==> src/sv/vl2n_pkg.sv <==
// shared types and constants for the vector l2 normalizer
package vl2n_pkg;
  localparam int VecDepth = 64;
  localparam int IdxW = $clog2(VecDepth);
  localparam int CntW = $clog2(VecDepth + 1);
  localparam int SumW = 38;
  localparam int NormW = 19;
  localparam int QuoW = 17;
  localparam int NumW = 34;
  localparam int DenW = 20;
  localparam int SqrtSteps = 20;
  localparam logic [15:0] Q15One = 16'h8000;

  typedef struct packed {
    logic [15:0] element;
    logic        is_last;
  } vl2n_in_t;

  typedef struct packed {
    logic [15:0]      scaled_element;
    logic [NormW-1:0] vector_norm;
    logic             zero_norm;
    logic             end_of_run;
  } vl2n_out_t;

  typedef enum logic [2:0] {
    ST_LOAD, ST_SQRT, ST_READ, ST_DIV, ST_EMIT
  } vl2n_state_t;

  typedef struct packed {
    logic sqrt_start;
    logic sqrt_step;
    logic rd_en;
    logic div_start;
    logic div_step;
    logic emit;
    logic clear;
  } vl2n_cmd_t;

  typedef struct packed {
    logic closing;
    logic sqrt_done;
    logic div_done;
    logic zero;
    logic last_out;
  } vl2n_sts_t;
endpackage

==> src/sv/vl2n_ctrl.sv <==
// controller state machine for the normalizer
module vl2n_ctrl import vl2n_pkg::*; (
  input  logic      clk,
  input  logic      rst_n,
  input  logic      accept,
  input  vl2n_sts_t sts,
  output vl2n_cmd_t cmd,
  output logic      busy
);
  vl2n_state_t state_r, state_nxt;

  always_ff @(posedge clk) begin
    if (!rst_n) state_r <= ST_LOAD;
    else state_r <= state_nxt;
  end

  always_comb begin
    state_nxt = state_r;
    unique case (state_r)
      ST_LOAD: if (accept && sts.closing) state_nxt = ST_SQRT;
      ST_SQRT: if (sts.sqrt_done) state_nxt = ST_READ;
      ST_READ: state_nxt = ST_DIV;
      ST_DIV:  if (sts.div_done || sts.zero) state_nxt = ST_EMIT;
      ST_EMIT: state_nxt = sts.last_out ? ST_LOAD : ST_READ;
      default: state_nxt = ST_LOAD;
    endcase
  end

  always_comb begin
    cmd = '0;
    busy = 1'b1;
    unique case (state_r)
      ST_LOAD: begin
        busy = 1'b0;
        cmd.sqrt_start = accept && sts.closing;
      end
      ST_SQRT: cmd.sqrt_step = 1'b1;
      ST_READ: cmd.rd_en = 1'b1;
      ST_DIV: begin
        cmd.div_start = 1'b0;
        cmd.div_step = 1'b1;
      end
      ST_EMIT: begin
        cmd.emit = 1'b1;
        cmd.clear = sts.last_out;
      end
      default: busy = 1'b1;
    endcase
  end
endmodule

==> src/sv/vl2n_dp.sv <==
// datapath: element store, square sum, bitwise root and restoring divider
module vl2n_dp import vl2n_pkg::*; (
  input  logic      clk,
  input  logic      rst_n,
  input  logic      accept,
  input  vl2n_in_t  in_item,
  input  vl2n_cmd_t cmd,
  output vl2n_sts_t sts,
  output vl2n_out_t out_item
);
  logic [15:0]      mem [VecDepth];
  logic [CntW-1:0]  count_r;
  logic [SumW-1:0]  sum_r;
  logic [IdxW-1:0]  rd_idx_r;
  logic [15:0]      rd_data_r;
  logic [NormW-1:0] root_r;
  logic [4:0]       bit_r;
  logic             sqrt_done_r;
  logic [NumW-1:0]  rem_r;
  logic [NumW-1:0]  num_r;
  logic [QuoW-1:0]  quo_r;
  logic [5:0]       dstep_r;
  logic [CntW-1:0]  count_nxt;
  logic [IdxW-1:0]  wr_idx;
  logic [31:0]      sq;
  logic [DenW-1:0]  trial;
  logic [2*DenW-1:0] trial_sq;
  logic [DenW-1:0]  den;
  logic [NumW-1:0]  rem_sh;
  logic [15:0]      quo_sat;

  assign wr_idx = (count_r == CntW'(VecDepth)) ? '0 : count_r[IdxW-1:0];
  assign count_nxt = CntW'(wr_idx) + 1'b1;
  assign sq = in_item.element * in_item.element;
  assign sts.closing = in_item.is_last || (count_nxt == CntW'(VecDepth));
  assign sts.sqrt_done = sqrt_done_r;
  assign sts.zero = (root_r == '0);
  assign sts.div_done = (dstep_r == 6'(NumW + 1));
  assign sts.last_out = (CntW'(rd_idx_r) + 1'b1 == count_r);

  always_ff @(posedge clk) begin
    if (accept) mem[wr_idx] <= in_item.element;
    if (cmd.rd_en) rd_data_r <= mem[rd_idx_r];
  end

  assign trial = {1'b0, root_r} | (DenW'(1) << bit_r);
  assign trial_sq = trial * trial;

  always_ff @(posedge clk) begin
    if (!rst_n) begin
      count_r <= '0;
      sum_r <= '0;
      rd_idx_r <= '0;
      sqrt_done_r <= 1'b0;
    end else begin
      if (accept) begin
        count_r <= count_nxt;
        sum_r <= sum_r + SumW'(sq);
      end
      if (cmd.sqrt_start) begin
        rd_idx_r <= '0;
        sqrt_done_r <= 1'b0;
      end
      if (cmd.sqrt_step) sqrt_done_r <= (bit_r == '0);
      if (cmd.emit) rd_idx_r <= rd_idx_r + 1'b1;
      if (cmd.clear) begin
        count_r <= '0;
        sum_r <= '0;
        rd_idx_r <= '0;
      end
    end
  end

  always_ff @(posedge clk) begin
    if (cmd.sqrt_start) begin
      root_r <= '0;
      bit_r <= 5'(NormW - 1);
    end else if (cmd.sqrt_step && !sqrt_done_r) begin
      if ({(2*DenW-SumW)'(0), sum_r} >= trial_sq) root_r <= trial[NormW-1:0];
      if (bit_r != '0) bit_r <= bit_r - 1'b1;
    end
  end

  assign den = {root_r, 1'b0};
  assign rem_sh = {rem_r[NumW-2:0], num_r[NumW-1]};

  // initial step loads num, then 34 shifts consume bits 33..0
  always_ff @(posedge clk) begin
    if (cmd.rd_en) begin
      dstep_r <= '0;
      rem_r <= '0;
      quo_r <= '0;
    end else if (cmd.div_step && !sts.div_done) begin
      if (dstep_r == '0) num_r <= NumW'({rd_data_r, 16'd0}) + NumW'(root_r);
      else begin
        num_r <= {num_r[NumW-2:0], 1'b0};
        if (rem_sh >= NumW'(den)) begin
          rem_r <= rem_sh - NumW'(den);
          quo_r <= {quo_r[QuoW-2:0], 1'b1};
        end else begin
          rem_r <= rem_sh;
          quo_r <= {quo_r[QuoW-2:0], 1'b0};
        end
      end
      dstep_r <= (dstep_r == '0) ? 6'd1 : dstep_r + 1'b1;
    end
  end

  assign quo_sat = (quo_r > QuoW'(Q15One)) ? Q15One : quo_r[15:0];

  always_comb begin
    out_item.scaled_element = sts.zero ? 16'd0 : quo_sat;
    out_item.vector_norm = root_r;
    out_item.zero_norm = sts.zero;
    out_item.end_of_run = sts.last_out;
  end
endmodule

==> src/sv/vector_l2_normalize.sv <==
// top level of the vector l2 normalizer
// usage: drive in_item with start high while busy is low; one element is a
// transfer. an element with is_last set, or the element that fills the
// 64-entry store, closes the vector. the block then raises busy, takes the
// floor square root of the sum of squares (one root bit a cycle)
// and emits every stored element divided by the norm in q1.15, in arrival
// order, one result per out_valid pulse. each result costs one store read,
// a bit-serial divide and an emit. out_item.end_of_run marks the last
// result; busy then falls. an all-zero vector skips the divide and gives
// zero results with zero_norm set.
// the receiver cannot stall: each result stands for exactly one cycle.
// synchronous active-low reset clears the count, sum and controller state;
// the element store is not cleared.
module vector_l2_normalize import vl2n_pkg::*; (
  input  logic      clk,
  input  logic      rst_n,
  input  logic      start,
  input  vl2n_in_t  in_item,
  output logic      busy,
  output logic      out_valid,
  output vl2n_out_t out_item
);
  vl2n_cmd_t cmd;
  vl2n_sts_t sts;
  logic accept;

  assign accept = start && !busy;
  assign out_valid = cmd.emit;

  vl2n_ctrl u_ctrl (.clk, .rst_n, .accept, .sts, .cmd, .busy);
  vl2n_dp u_dp (.clk, .rst_n, .accept, .in_item, .cmd, .sts, .out_item);
endmodule

==> config.mk <==
export PLATFORM = sky130hd
export DESIGN_NAME = vector_l2_normalize
export DESIGN_NICKNAME = d
export VERILOG_FILES = /design/src/sv/vl2n_pkg.sv /design/src/sv/vl2n_ctrl.sv /design/src/sv/vl2n_dp.sv /design/src/sv/vector_l2_normalize.sv
export SDC_FILE = /design/constraint.sdc
export NUM_CORES = 2
export LEC_CHECK = 0
export BUFFER_PORTS_ARGS = -buffer_cell sky130_fd_sc_hd__buf_2
export CAP_MARGIN = 10
export CORE_ASPECT_RATIO = 0.8
export CORE_MARGIN = 3
export CORE_UTILIZATION = 35
export DETAILED_ROUTE_END_ITERATION = 6
export PLACE_DENSITY = 0.56
export RECOVER_POWER = 50
export SYNTH_ARGS = -nofsm -noshare
export SYNTH_HDL_FRONTEND = slang
export SYNTH_SLANG_ARGS = --single-unit
==> constraint.sdc <==
create_clock -name clk -period 21.3 [get_ports clk]
set_input_delay 3.195 -clock clk [delete_from_list [all_inputs] [get_ports clk]]
set_output_delay 3.195 -clock clk [all_outputs]
set_load 0.005 [all_outputs]
==> PnR_summary.wiki <==
{| class="wikitable"
! Metric !! Value
|-
| Result of the run || finished, violations left
|-
| Failing checks || capacitance limit, slew limit
|-
| Async S/R FF share, synth || 0
|-
| Capture point of the worst reg-to-reg path || u_dp.root_r[6]
|-
| Number of resized instances in the post-cts repair step || 0
|-
| Worst setup endpoint || u_dp.sum_r[37]
|-
| Die span in x || 500 µm
|-
| Placeable core region || 0.194 mm²
|-
| Worst Reg2Reg Path Length in Cells || 39
|-
| Type of the worst setup path || input pin to flop
|-
| Total power after layout || 0.00726 W
|-
| H-tree depth || 3
|-
| Net count reported at finish || 5,815
|-
| Clock period minus final worst setup slack || 12.63 ns
|-
| Number of max-capacitance violations reported || 27
|-
| Most common flop cell mapped by yosys || edfxtp_1
|-
| CP arrival || 13.29 ns
|-
| Worst supply voltage drop on vdd || 135 µV
|-
| Final Cycle Share || 0.593
|-
| Clock slew at reported path FFs || 0.06 ns
|-
| Layout overhead on the synthesized area || 10.9%
|-
| Maximum net fanout on the critical path || 76
|-
| Maximum achievable frequency || 0.0792 GHz
|-
| Ratio of routed vias to standard cells || 5.12
|-
| Number of buffers inserted by port buffering || 58
|-
| Dpl cells || 7,428
|-
| Number of synthesized flops with an enable pin || 1,074
|-
| Starting DRT DRC Count || 3,816
|-
| Total standard cell area after synthesis || 0.0684 mm²
|-
| Routability congestion estimate || 0.929
|-
| Total Routed Length || 174,000 µm
|-
| Area share of the leading cell type in the synthesized netlist || 0.471
|-
| Max-slew headroom || -1.83
|-
| Crit path launch type || input pin
|-
| Number of iterations in the first detailed-routing pass || 5
|-
| Leak pwr || 29.0 nW
|-
| Hold bufs inserted after CTS || 0
|-
| Setup TNS || 0 ns
|-
| Flop-to-flop setup slack || 10.44 ns
|-
| Post-Synthesis Net Count || 5,712
|-
| Most numerous cell types in the synthesized netlist || edfxtp_1, inv_1, fa_1
|-
| Initial antenna violation count || 11
|-
| Cell taking the most area after synthesis || edfxtp_1
|-
| HPWL reported at the end of detailed placement || 115,000 µm
|-
| Via count || 39.2k
|-
| Die Area || 0.201 mm²
|-
| Grt total ovfl || 0
|-
| Fraction of layout instances using a drive strength above 1 || 0.139
|-
| Most repeated cell in the gate-level netlist after synthesis || edfxtp_1
|-
| Clock skew || 0.0732 ns
|-
| Placement Rows || 144
|-
| Remaining number of nets flagged by the antenna check after routing || 0
|-
| Register area share after synthesis || 0.511
|-
| First-pass GRT wire length || 265,000 µm
|-
| Number of global-route vias before repair || 40.6k
|-
| Least-Margin Pin Slew || 4.25 ns
|-
| Final non-filler cell total || 7,653
|-
| # DRC || 0
|-
| Maximum number of pins on one net before global-route repair || 155
|-
| Yosys Warn Count || 0
|-
| Max Transition Viols Final || 1,497
|-
| Power density over the cells || 95.7 mW/mm²
|-
| Initial core utilization || 0.354
|-
| Hold WC Path Type || flop to flop
|-
| Data required time of the critical path || 21.97 ns
|-
| Post-synth cell types || 79
|-
| Total clock buffers created by CTS || 119
|-
| Synth Area per Inst || 14.0 µm²
|-
| Clock tree from TritonCTS || done
|-
| Crit. End Element || flop
|-
| Clk Latency, worst-skew pair || 0.78 ns
|-
| Largest cells by area after synthesis || edfxtp_1, fa_1, mux4_2
|-
| Number of setup violations in the final report || 0
|-
| Global-route total usage across every layer || 0.175
|-
| Top-level port count || 59
|-
| Sinks on Clock Net || 1,209
|-
| Setup repair after global routing missed its margin || false
|-
| Number of cells produced by synthesis || 4,891
|-
| Worst Setup SP || in_item[11]
|-
| FF+latch count, synth || 1,209
|-
| Final routed wire length divided by cell count || 22.8 µm
|-
| Largest buffer count on any clock path || 3
|-
| Worst flop-to-flop path startpoint || u_dp.bit_r[3]
|-
| Post-CTS setup repair buffer count || 0
|-
| CTS Root Cell || clkbuf_16
|-
| Overall die height || 401 µm
|-
| Hold violation total from the final report || 0
|}
## routing by layer
layer	GRT usage	routed length [µm]	up-vias
met2	0.262	76300	1227
met4	0.0359	3670	0
li1	-	-	17500
met3	0.0293	12000	206
met5	0	0	-
met1	0.267	82300	20200
## sequential cells by signal (all words and copies together), names as in the netlist
register          flops
u_dp.mem           1024
u_dp.sum_r           38
u_dp.num_r           34
u_dp.rem_r           33
u_dp.root_r          19
u_dp.quo_r           17
u_dp.rd_data_r       16
u_dp.count_r          7
u_dp.dstep_r          6
u_dp.rd_idx_r         6
u_dp.bit_r            5
u_ctrl.state_r        3
u_dp.sqrt_done_r      1
## cell type report
| type | instances | area (µm²) |
|---|---|---|
| multi-input combinational | 2773 | 30100 |
| inverter | 723 | 2710 |
| sequential | 1209 | 35000 |
| fill | 18000 | 118000 |
| antenna | 3 | 7.51 |
| timing repair buffer | 168 | 1050 |
| tap | 2555 | 3200 |
| clock inverter | 64 | 652 |
| clock buffer | 158 | 3170 |
## through the flow
stage,setup WS [ns],hold WS [ns],area (µm²),utilization
floorplan,11.78,0.445,68400,-
global placement,10.72,0.464,72200,0.373
detailed placement,10.62,0.473,72200,0.373
CTS,10.54,0.482,76000,0.393
global route,7.82,0.499,75900,0.392
finish,8.67,0.482,75900,0.392
## how the worst min path moves through the flow
stage	startpoint	to	cells past startpoint
2_1_floorplan	u_dp.quo_r[15]	u_dp.quo_r[16]	2
6_report	u_dp.sum_r[0]	u_dp.sum_r[0]	2
4_1_cts	u_dp.sum_r[0]	u_dp.sum_r[0]	2
5_1_grt	u_dp.quo_r[10]	u_dp.quo_r[11]	2
3_5_place_dp	u_dp.sum_r[0]	u_dp.sum_r[0]	2
3_3_place_gp	u_dp.quo_r[15]	u_dp.quo_r[16]	2
## cells in the final DEF (no fill, tap or decap), types with 19 or more instances in the layout
master and count:
a211oi_1 20, a21o_1 73, a21oi_1 199, a22o_1 19, a31oi_1 19, and2_1 73, and3_1 19, buf_2 49
buf_4 88, clkbuf_1 65, clkbuf_16 120, clkinv_1 26, dfxtp_1 132, edfxtp_1 1074, fa_1 475, ha_1 326
inv_1 706, mux4_2 336, nand2_1 371, nand3_1 51, nor2_1 270, nor2_2 30, nor2b_1 23, nor3_1 27
nor4_1 20, o21ai_0 102, xnor2_1 76, xor2_1 70
## cells by family after synthesis
family | after synthesis | share of synthesized area
compound gates | 534 | 0.0483
xor+xnor | 146 | 0.0187
fa+ha+maj | 803 | 0.199
buf+inv | 909 | 0.0501
flops | 1209 | 0.511
mux | 340 | 0.111
simple gates | 950 | 0.0617
## report_power, final
part	total (W)	switching [W]	internal (W)	leakage [nW]
logic	0.00253	0.00148	0.00105	16.5
registers	0.00267	0.0000451	0.00262	10.8
clock network	0.00207	0.000930	0.00114	1.82
## worst max-delay path, stage by stage
cell and delay, ns:
buf_2 0.08, clkbuf_1 2.95, inv_1 0.73, nor2_1 0.49, fa_1 0.51, fa_1 0.53
inv_1 0.06, fa_1 0.44, fa_1 0.44, fa_1 0.53, inv_1 0.06, fa_1 0.44
ha_1 0.36, a21o_1 0.18, a21oi_1 0.13, nor2b_1 0.07, a31o_1 0.19, a211oi_1 0.32
o221ai_1 0.26, a2111oi_0 0.86, o21ai_0 0.24, a21oi_1 0.16
Power figures use the tool's default switching activity.
